[src/hw/rtl/ecm_pkg.sv]
// Shared constants, field widths and unit request/response types for the
// equity curve metrics block. No dependencies.
`timescale 1ns / 1ps

package ecm_pkg;

    localparam int EQUITY_BITS = 48;
    localparam int EQ_W        = 48;
    localparam int OUT_W       = 32;
    localparam int CNT_W       = 32;
    localparam int SUM_W       = 64;
    localparam int DIV_W       = 64;
    localparam int DIV_Q_W     = 80;
    localparam int DIV_CNT_W   = 7;
    localparam int EQ_ALIGN    = DIV_W - EQ_W;

    localparam logic [EQ_W-1:0] EQ_MASK = EQ_W'((65'd1 << EQUITY_BITS) - 65'd1);

    // Iteration counts: significant dividend bits plus fraction bits
    localparam logic [DIV_CNT_W-1:0] DD_ITERS   = DIV_CNT_W'(EQ_W + 31);
    localparam logic [DIV_CNT_W-1:0] RET_ITERS  = DIV_CNT_W'(EQ_W + 32);
    localparam logic [DIV_CNT_W-1:0] RATE_ITERS = DIV_CNT_W'(EQ_W + 16);
    localparam logic [DIV_CNT_W-1:0] SUM_ITERS  = DIV_CNT_W'(DIV_W);
    localparam logic [DIV_CNT_W-1:0] SH_ITERS   = DIV_CNT_W'(DIV_W + 8);

    localparam logic [DIV_W-1:0] LIM_DD      = 64'h0000_0000_8000_0000;
    localparam logic [DIV_W-1:0] LIM_RET_NEG = 64'h0000_0080_0000_0000;
    localparam logic [DIV_W-1:0] LIM_RET_POS = 64'h0000_007F_FFFF_FFFF;
    localparam logic [DIV_W-1:0] LIM_S32_NEG = 64'h0000_0000_8000_0000;
    localparam logic [DIV_W-1:0] LIM_S32_POS = 64'h0000_0000_7FFF_FFFF;
    localparam logic [DIV_W-1:0] LIM_NONE    = 64'hFFFF_FFFF_FFFF_FFFF;

    typedef struct packed {
        logic                 start;
        logic [DIV_W-1:0]     num;    // MSB-aligned dividend
        logic [DIV_W-1:0]     den;
        logic [DIV_CNT_W-1:0] iters;
        logic [DIV_W-1:0]     limit;
    } div_req_t;

    typedef struct packed {
        logic             done;
        logic [DIV_W-1:0] quo;
    } div_rsp_t;

    typedef struct packed {
        logic             start;
        logic [DIV_W-1:0] radicand;
    } sqrt_req_t;

    typedef struct packed {
        logic             done;
        logic [OUT_W-1:0] root;
    } sqrt_rsp_t;

endpackage

[src/hw/rtl/ecm_div.sv]
// Shared serial divider: one quotient bit per cycle, result saturated to a limit.
// Depends on ecm_pkg for the request and response types.
`timescale 1ns / 1ps

module ecm_div (
    input  logic              clk,
    input  logic              rst_n,
    input  ecm_pkg::div_req_t req,
    output ecm_pkg::div_rsp_t rsp
);
    import ecm_pkg::*;

    logic [DIV_W-1:0]     num_reg, den_reg, rem_reg, limit_reg;
    logic [DIV_Q_W-1:0]   q_reg;
    logic [DIV_CNT_W-1:0] cnt_reg;
    logic                 busy_reg, done_reg;

    logic [DIV_W:0]       shifted;
    logic                 fits;
    logic [DIV_W-1:0]     rem_step;

    always_comb
    begin
        shifted  = {rem_reg, num_reg[DIV_W-1]};
        fits     = shifted >= {1'b0, den_reg};
        rem_step = fits ? DIV_W'(shifted - {1'b0, den_reg}) : shifted[DIV_W-1:0];
    end

    always_ff @(posedge clk or negedge rst_n)
    begin
        if (!rst_n)
        begin
            busy_reg <= 1'b0;
            done_reg <= 1'b0;
            cnt_reg  <= '0;
        end
        else
        begin
            done_reg <= 1'b0;
            if (req.start)
            begin
                busy_reg <= 1'b1;
                cnt_reg  <= req.iters;
            end
            else if (busy_reg)
            begin
                cnt_reg <= cnt_reg - 1'b1;
                if (cnt_reg == DIV_CNT_W'(1))
                begin
                    busy_reg <= 1'b0;
                    done_reg <= 1'b1;
                end
            end
        end
    end

    always_ff @(posedge clk)
    begin
        if (req.start)
        begin
            num_reg   <= req.num;
            den_reg   <= req.den;
            limit_reg <= req.limit;
            rem_reg   <= '0;
            q_reg     <= '0;
        end
        else if (busy_reg)
        begin
            num_reg <= {num_reg[DIV_W-2:0], 1'b0};
            rem_reg <= rem_step;
            q_reg   <= {q_reg[DIV_Q_W-2:0], fits};
        end
    end

    assign rsp.done = done_reg;
    assign rsp.quo  = (q_reg > {{(DIV_Q_W-DIV_W){1'b0}}, limit_reg}) ? limit_reg
                                                                    : q_reg[DIV_W-1:0];

endmodule

[config.mk]
export PLATFORM = sky130hd
export DESIGN_NAME = ecm_div
export DESIGN_NICKNAME = d
export VERILOG_FILES = /design/src/hw/rtl/ecm_pkg.sv /design/src/hw/rtl/ecm_div.sv
export SDC_FILE = /design/constraint.sdc
export NUM_CORES = 1
export LEC_CHECK = 0
export BUFFER_PORTS_ARGS = -buffer_cell sky130_fd_sc_hd__buf_2
export CAP_MARGIN = 20
export CORE_MARGIN = 4
export CORE_UTILIZATION = 27
export CTS_CLUSTER_DIAMETER = 40
export CTS_CLUSTER_SIZE = 8
export DETAILED_ROUTE_END_ITERATION = 8
export PLACE_DENSITY = 0.41
export SKIP_CTS_REPAIR_TIMING = 1
export SYNTH_ARGS = -nofsm -noshare
export SYNTH_HDL_FRONTEND = slang
export SYNTH_SLANG_ARGS = --single-unit
[constraint.sdc]
create_clock -name clk -period 4.3 [get_ports clk]
set_input_delay 0.43 -clock clk [delete_from_list [all_inputs] [get_ports clk]]
set_output_delay 0.43 -clock clk [all_outputs]
set_load 0.01 [all_outputs]
==> results.md <==
- Setup TNS: 0 ps
- Final Wtd Congestion: just over 0.8
- Post-Syn Area: approximately 19,000 µm²
- Final routed DRC violation total: 0
- Initial Utilization: between 20 and 30%
- Critical path arrival: about 3700 ps
- Die Area: 74,800 µm²
- Area after DPL: 21,300 µm²
- Capturing element type of the critical path: output pin
- CTS clk-pin slew, worst paths: 40 ps
- PD cells: between 500 and 600 nW/µm²
- Max FFs per register: 80
- Routed wire length: 53.7 mm
- CP max stage delay: slightly below 400 ps
- Internal power: around 10 mW
- Relative slew slack: around 29%
- Worst hold path type: primary input to flip-flop
- Share of cells above drive strength 1: 24.2%
- Status: complete, no violations
- Yosys top cell area share: 30.3%
- Sw Ratio: 30.2%
- Reg-to-Reg Start: den_reg[30]
- Finished Core Util: a little under two fifths
- Vias: 14,700
- Post-synth EDFFs: 192
- Largest net degree at the start of global routing: 200
- Crit path max fanout: 5
- Yosys warns: 0
- All-layer global routing usage: between 10% and 20%
- Worst-margin pin slew: between 1000 and 1500 ps
- Drt initial violations: between 600 and 700
- Max Cap Viol: 0
- Flop pwr share: roughly 28%
- Worst VDD drop: roughly 0.00036 V
- Post-synth net total: 2,132
- Hold Path Origin: req[67]
- Largest cells by area after synthesis: edfxtp_1 (30%), dfxtp_1 (15%), ha_1 (8.6%)
- Synth area leader: edfxtp_1
- Cell count after synthesis: 1,799
- Pre-antenna DRT Iters: 5
- Main synth FF type: edfxtp_1
- Final HPWL DP: around 38 mm
- Nets: roughly 2,500
- Number of buffers added on ports: about 270
- Sw Pwr: between 4 and 5 mW
- CP Launch Point: limit_reg[57]
- I/O pin count: between 200 and 300
- Setup CP Type: flip-flop to output pin
- FF+latch count, synth: between 300 and 400
- H-tree Lvls: 3
- Max frequency: around 240 MHz
- First-pass GRT wire length: between 80 and 90 mm
- Vias in the first global route: between 10,000 and 15,000
- Netlist cell types: 80
- Cells along the critical path: inv_2, ha_4, a21o_1, a21o_1, a21o_1, a21oi_2, nor2b_1, o21ai_1, nand2b_1, a2111oi_4, o22ai_2, nor2_4, buf_6, clkbuf_16, mux2_2, buf_2
- CTS tree: built
- Dpl ws: around 200 ps
- Combinational group share of total power: 26.3%
- Final setup viols: 0
- Crit path required time: roughly 3900 ps
- Final Cycle Share: between 90% and 100%
- Top cell by count, worst path: a21o_1
- Clk Latency, worst-skew pair: between 600 and 700 ps
- Gr ovfl total: 0
- Area Overhead vs Synth: 36.1%
- Commonest cells after routing, fill and taps aside: buf_2 (263), nor2_1 (192), edfxtp_1 (192), dfxtp_1 (144), inv_1 (141)
- Clock skew: about 25 ps
- Syn avg cell area: 10.6 µm²
- DR WL/cell: about 17 µm
- Clock sinks: about 350
- Fin area: between 20,000 and 30,000 µm²
- DIE WIDTH: approximately 270 µm
- FFs w/ async S/R, synth: roughly 2.6%
- Proportion of power drawn by the clock network: ~45%
- Site Rows: between 90 and 100
- Finished Layout Cells: approximately 3,200
- Clock root cell: clkbuf_16
- Leak pwr: approximately 12 nW
- Final WS setup: around 170 ps
- Commonest non-fill, non-tap cell in the layout: buf_2
- CTS max path bufs: 3
- Die height: around 270 µm
- Vias per cell: 4.56
- Final min period: 4130 ps
- Worst setup SP type: flip-flop
- Initial antenna violation count: 15
- Core Box Area: between 60,000 and 70,000 µm²
- Post-route antenna net violation count: 0
- Final Hold Fails: 0
- Crit-path slowest cell: edfxtp_1
- Max Transition Viols Final: 0
- Post-Place Cells: just under 3,000
- Total CTS buffers: between 80 and 90
- Register area share after synthesis: approximately 47%
## cell families (layout without fill, tap and decap cells)
| logic type | Yosys count | count (layout) | synth area share (%) |
|---|---|---|---|
| compound gates | 349 | 349 | 12.2 |
| xor+xnor | 61 | 61 | 2.81 |
| fa+ha+maj | 131 | 131 | 8.66 |
| buf+inv | 228 | 709 | 4.87 |
| flops | 345 | 345 | 46.6 |
| mux | 258 | 258 | 14.4 |
| other cells | 0 | 9 | 0 |
| simple gates | 427 | 427 | 10.4 |
## cells in the mapped netlist, drive strengths merged (12+ instances only)
master and count:
xnor2 31, o21ai 73, ha 130, clkbuf 56, inv 142, buf 30
dfxtp 144, nand2 93, a21o 49, nor2 193, nand3 12, nor2b 17
a211oi 63, nor3 13, nand4 31, xor2 30, nor4 14, a21oi 97
edfxtp 192, mux2i 130, mux2 128, nand2b 17
## path summary, 6_finish.rpt
kind	endpoint	cells after the start	slack, ps
max in group asynchronous	busy_reg	2	3820
setup / recovery	rsp[49]	16	170
min in group asynchronous	cnt_reg[4]	2	260
hold reg to reg	rem_reg[35]	2	490
setup reg to reg	rem_reg[63]	12	760
hold / removal	cnt_reg[3]	3	40
## metrics by stage
step / hold WS (ps) / total power, mW
floorplan: 134 / 7.20
global placement: 301 / 8.13
detailed placement: 306 / 8.13
CTS: -372 / 15.0
global route: 8.32 / 15.8
finish: 37.1 / 14.9
## layer usage
metal	up-vias	GRT usage (%)	wire length (µm)
li1	7377	-	-
met5	-	0	74
met4	12	5.00	1690
met1	6920	16.6	23500
met3	120	4.45	2830
met2	292	22.9	25500
## power groups by stage
stage	Clock [mW]	Combinational, mW	Sequential, mW
finish	6.72	3.92	4.24
global route	7.10	4.41	4.30
CTS	6.94	3.87	4.24
detailed placement	0	3.84	4.29
global placement	0	3.84	4.30
floorplan	0	3.01	4.19
## area by class of cell
type                    count  area (µm²)
diodes                      9        22.5
multi-input cells        1226        9330
well taps                 940        1180
fillers                  7042       44000
inverters                 142         533
clock inverters            53         811
repair buffers            414        2950
clock buffers             100        2190
flip-flops and latches    345        8880
## critical path: cells and delay by family (launching register included)
| kind | cells | cell delay [ps] |
|---|---|---|
| AOI/OAI and AO/OA | 7 | 1290 |
| DFF | 1 | 390 |
| and+or+nand+nor | 3 | 300 |
| muxes | 1 | 330 |
| adders and majority gates | 1 | 200 |
| buffers and inverters | 4 | 570 |
Note: power is estimated with default switching activity, not from simulation.
