===== src/hw/rtl/ecm_pkg.sv =====
// Shared constants, field widths and unit request/response types for the
// equity curve metrics block. No dependencies.
`timescale 1ns / 1ps

package ecm_pkg;

    localparam int EQUITY_BITS = 48;
    localparam int EQ_W        = 48;
    localparam int OUT_W       = 32;
    localparam int CNT_W       = 32;
    localparam int SUM_W       = 64;
    localparam int DIV_W       = 64;
    localparam int DIV_Q_W     = 80;
    localparam int DIV_CNT_W   = 7;
    localparam int EQ_ALIGN    = DIV_W - EQ_W;

    localparam logic [EQ_W-1:0] EQ_MASK = EQ_W'((65'd1 << EQUITY_BITS) - 65'd1);

    // Iteration counts: significant dividend bits plus fraction bits
    localparam logic [DIV_CNT_W-1:0] DD_ITERS   = DIV_CNT_W'(EQ_W + 31);
    localparam logic [DIV_CNT_W-1:0] RET_ITERS  = DIV_CNT_W'(EQ_W + 32);
    localparam logic [DIV_CNT_W-1:0] RATE_ITERS = DIV_CNT_W'(EQ_W + 16);
    localparam logic [DIV_CNT_W-1:0] SUM_ITERS  = DIV_CNT_W'(DIV_W);
    localparam logic [DIV_CNT_W-1:0] SH_ITERS   = DIV_CNT_W'(DIV_W + 8);

    localparam logic [DIV_W-1:0] LIM_DD      = 64'h0000_0000_8000_0000;
    localparam logic [DIV_W-1:0] LIM_RET_NEG = 64'h0000_0080_0000_0000;
    localparam logic [DIV_W-1:0] LIM_RET_POS = 64'h0000_007F_FFFF_FFFF;
    localparam logic [DIV_W-1:0] LIM_S32_NEG = 64'h0000_0000_8000_0000;
    localparam logic [DIV_W-1:0] LIM_S32_POS = 64'h0000_0000_7FFF_FFFF;
    localparam logic [DIV_W-1:0] LIM_NONE    = 64'hFFFF_FFFF_FFFF_FFFF;

    typedef struct packed {
        logic                 start;
        logic [DIV_W-1:0]     num;    // MSB-aligned dividend
        logic [DIV_W-1:0]     den;
        logic [DIV_CNT_W-1:0] iters;
        logic [DIV_W-1:0]     limit;
    } div_req_t;

    typedef struct packed {
        logic             done;
        logic [DIV_W-1:0] quo;
    } div_rsp_t;

    typedef struct packed {
        logic             start;
        logic [DIV_W-1:0] radicand;
    } sqrt_req_t;

    typedef struct packed {
        logic             done;
        logic [OUT_W-1:0] root;
    } sqrt_rsp_t;

endpackage


===== src/hw/rtl/ecm_sqrt.sv =====
// Serial floor square root of a 64-bit value, one result bit per cycle.
// Depends on ecm_pkg for the request and response types.
`timescale 1ns / 1ps

module ecm_sqrt (
    input  logic               clk,
    input  logic               rst_n,
    input  ecm_pkg::sqrt_req_t req,
    output ecm_pkg::sqrt_rsp_t rsp
);
    import ecm_pkg::*;

    logic [DIV_W-1:0] v_reg, res_reg, bit_reg;
    logic [4:0]       cnt_reg;
    logic             busy_reg, done_reg;

    logic [DIV_W-1:0] trial;
    logic             take;

    always_comb
    begin
        trial = res_reg + bit_reg;
        take  = v_reg >= trial;
    end

    always_ff @(posedge clk or negedge rst_n)
    begin
        if (!rst_n)
        begin
            busy_reg <= 1'b0;
            done_reg <= 1'b0;
            cnt_reg  <= '0;
        end
        else
        begin
            done_reg <= 1'b0;
            if (req.start)
            begin
                busy_reg <= 1'b1;
                cnt_reg  <= 5'd31;
            end
            else if (busy_reg)
            begin
                cnt_reg <= cnt_reg - 1'b1;
                if (cnt_reg == 5'd0)
                begin
                    busy_reg <= 1'b0;
                    done_reg <= 1'b1;
                end
            end
        end
    end

    always_ff @(posedge clk)
    begin
        if (req.start)
        begin
            v_reg   <= req.radicand;
            res_reg <= '0;
            bit_reg <= 64'h4000_0000_0000_0000;
        end
        else if (busy_reg)
        begin
            if (take)
            begin
                v_reg   <= v_reg - trial;
                res_reg <= (res_reg >> 1) + bit_reg;
            end
            else
            begin
                res_reg <= res_reg >> 1;
            end
            bit_reg <= bit_reg >> 2;
        end
    end

    assign rsp.done = done_reg;
    assign rsp.root = res_reg[OUT_W-1:0];

endmodule


===== config.mk =====
export PLATFORM = sky130hd
export DESIGN_NAME = ecm_sqrt
export DESIGN_NICKNAME = d
export VERILOG_FILES = /design/src/hw/rtl/ecm_pkg.sv /design/src/hw/rtl/ecm_sqrt.sv
export SDC_FILE = /design/constraint.sdc
export NUM_CORES = 1
export LEC_CHECK = 0
export BUFFER_PORTS_ARGS = -buffer_cell sky130_fd_sc_hd__buf_2
export CORE_AREA = 2 2 211 171
export DETAILED_ROUTE_END_ITERATION = 10
export DIE_AREA = 0 0 213 173
export MAX_ROUTING_LAYER = met4
export PLACE_DENSITY = 0.74
export SYNTH_ARGS = -nofsm -noshare
export SYNTH_HDL_FRONTEND = slang
export SYNTH_SLANG_ARGS = --single-unit

===== constraint.sdc =====
create_clock -name clk -period 5.5 [get_ports clk]
set_clock_uncertainty 0.05 [all_clocks]
set_input_delay 0.275 -clock clk [delete_from_list [all_inputs] [get_ports clk]]
set_output_delay 0.275 -clock clk [all_outputs]
set_load 0.01 [all_outputs]

==> flow_summary.toml <==
[outcome]
failed_checks = "setup timing"
status = "finished, violations left"

[setup_path]
cp.arrival_ns = 5.80
worst_ep_required_time_ns = 5.67
worst-path-max-fanout = 21
worstSetupStartpointType = "flop"
critPathCaptureType = "flop"
crit_type = "flop to flop"

[yosys]
synth_cells = 1957
syn_area_per_cell_um2 = 7.89
synth_top_area_cell = "dfxtp_1"
synth_area_mm2 = 0.0154
ys_seq_area_share_pct = 26.0
netlist.area_leader.share_pct = 12.4
synth_edf_count = 64
ys.warnings.count = 0
ys_ff_latch = 167
ys_types = 87
synth_area_leaders = "dfxtp_1, edfxtp_1, ha_1, nand2_1, o21ai_0"
async_flop_share_pct = 4.19
syn-num-nets = 2157
synth-main-ff-cell = "dfxtp_1"

[global_route]
grt_first_pass_wirelength_um = 77900
grt_max_degree = 102
grt.total_usage_pct = 27.3
grt_pass1_vias = 14445
overflow = 0
antenna_found_initial = 1

[layout]
drive_gt1_share_pct = 21.0
layout.area.seq_mm2 = 0.00403
synthToLayoutAreaGrowth_pct = 20.2
fin_cells = 2601
layout.nets = 2315
fillerInstances = 3172
multi_input_area_mm2 = 0.0111

[min_path]
hp-class = "input pin to flop"

[detailed_routing]
wl_um = 50500
wl_met3_um = 4630
vias_per_cell = 6.08
drtIter0Drc = 1709
dr_total_vias = 15822
dr.pass1.iters = 6
wl_met2_um = 20500
antenna_left = 0
wl_per_cell_um = 19.4
met1_length_um = 24400
drcViolationCount = 0
top_layer = "met4"

[place]
place_congestion = 1.01
preCtsSetupSlack_ns = -0.0455
dp_cells = 2547
dpl.hpwl_um = 37100
portBuffers = 99

[pwr]
peakVddDrop_v = 0.000303
power_leakage_nw = 7.63
power.density_mw_per_mm2 = 566

[clock_network]
clkTransAtPathRegs_ns = 0.07
cts_buffers = 17
clock_latency_ns = 0.47
cts_tree = "built"
root_buffer = "clkbuf_16"
clk_path_buf_depth = 2
htree_levels = 4
cts.sinks = 167

[timing]
worst_slew_pin_slew_ns = 0.880
max_clock_freq_mhz = 178
rsz0062_at_grt = "yes"
fin_crit_sh_pct = 102
hold_ws_ns = 0.0347
min_period_ns = 5.63
finalWorstSetupSlack_ns = -0.128
slew_headroom_pct = 41.3
drv_slew = 0
tns_ns = -6.50
finalHoldViolations = 0
finalSetupViolations = 77

[run]
max-cap-violations = 0

[floorplanning]
initial_core_util_pct = 44.7
die-area_mm2 = 0.0368
die_x_um = 213
std_cell_rows = 61
die_h_um = 173
core_mm2 = 0.0346
io_pins = 100
-- power breakdown --
part	switching (mW)	internal (mW)	leakage, nW
clock network	0.589	0.661	0.290
logic	4.08	3.10	5.82
registers	0.278	1.81	1.52
-- through the flow --
step / utilization (%) / power (mW) / area [um^2]
2_1_floorplan: - / 6.29 / 15500
3_3_place_gp: 49.8 / 8.23 / 17200
3_5_place_dp: 49.8 / 8.31 / 17200
4_1_cts: 51.7 / 9.72 / 17900
5_1_grt: 53.7 / 11.2 / 18600
6_report: 53.7 / 10.5 / 18600
-- repair_timing --
action	in CTS	in global routing
pin swaps	1	53
cloned	1	6
setup endpoints to repair	79	145
gates resized for setup	11	115
setup buffers	0	13
hold buffers	1	0
hold endpoints to repair	7	0
-- synthesized netlist by cell type (all sizes together) (5+ instances only) --
library cell / instances
buf: 52
and2: 8
nor4: 8
dfrtp: 7
a21oi: 123
o21bai: 31
or4: 5
and3: 10
nand2b: 18
and4: 8
nor2: 174
o21a: 17
nand3: 29
edfxtp: 64
a21boi: 12
a211oi: 35
nor2b: 22
o211ai: 14
xor2: 67
nand2: 239
o21ai: 187
a311oi: 18
inv: 45
dfxtp: 96
nor3b: 6
or3: 16
xnor2: 86
nand4: 51
clkbuf: 86
a31o: 20
a221oi: 13
o31ai: 16
ha: 132
a31oi: 63
a21o: 32
a211o: 7
nor3: 37
mux2i: 43
or2: 6
-- area by class of cell --
type	instances	area share (%)
clock buffer	19	2.44
timing repair buffer	277	11.2
inverter	45	0.909
antenna	1	0.0135
clock inverter	13	0.727
tap	472	3.18
multi-input combinational	1607	59.8
sequential	167	21.7
-- per-layer routing --
metal  vias to the layer above  GRT usage (%)
met5                         -              -
li1                       7551              -
met3                        84           5.65
met4                         0           6.18
met1                      7449           40.9
met2                       738           36.9
-- final timing paths --
check                            from  cells past startpoint          to  slack, ns
min in group asynchronous       rst_n                      2  cnt_reg[2]       0.12
min reg2reg                cnt_reg[4]                      2  cnt_reg[4]       0.49
max in group asynchronous       rst_n                      2    busy_reg       5.11
min                           req[12]                      3   v_reg[12]       0.03
max                        bit_reg[6]                     22    v_reg[6]      -0.13
max reg2reg                bit_reg[6]                     22    v_reg[6]      -0.13
-- cells by family after synthesis --
kind of cell | Yosys count | synth area share, %
DFF | 167 | 26.0
adders and majority gates | 133 | 10.8
and+or+nand+nor | 643 | 19.1
AOI/OAI and AO/OA | 631 | 26.8
muxes | 47 | 3.08
buffers and inverters | 183 | 5.44
xor gates and xnor gates | 153 | 8.67
-- worst max-delay path, cell delays in order, from the launching register on --
cell	delay (ns)
dfxtp_2	0.34
ha_4	0.26
a31oi_4	0.18
o21ai_2	0.12
a2111o_1	0.49
a41oi_2	0.30
and3_4	0.25
nor4_4	0.05
o41a_4	0.37
a31o_4	0.27
a211oi_4	0.27
xor2_1	0.17
ha_1	0.27
and4_4	0.22
nor2b_4	0.12
nand4_1	0.11
nor2_1	0.05
or4_1	0.41
o221ai_2	0.17
and2_4	0.26
nor2_4	0.05
or2_4	0.35
buf_12	0.20
-- cells in the final DEF (no fill, tap or decap), types with 7 or more instances in the layout --
master,netlist,routed
a21oi_2,2,11
or3_1,16,14
nor3_1,37,33
a21boi_0,11,10
o211ai_1,14,14
mux2i_1,43,43
nand2b_1,18,18
o21ai_0,179,158
a21oi_1,121,109
dfxtp_1,96,90
a211oi_1,32,32
o21bai_1,30,29
a31o_2,19,19
a221oi_1,12,10
o21ai_1,7,16
edfxtp_1,64,64
a311oi_1,17,11
buf_2,8,98
and3_1,10,9
ha_1,132,124
nand3_1,29,29
buf_12,0,8
nor2_1,174,171
a311oi_2,1,7
o21a_1,17,17
xor2_1,67,66
o21ai_2,1,11
o31ai_1,14,12
nand4_1,51,51
nor2b_1,22,21
a211o_1,7,7
xnor2_1,86,84
a21o_1,32,32
and4_1,8,7
buf_6,1,12
inv_1,44,44
buf_4,36,151
clkbuf_16,0,21
nand2_1,239,232
a31oi_1,61,59
Power figures use the tool's default switching activity.
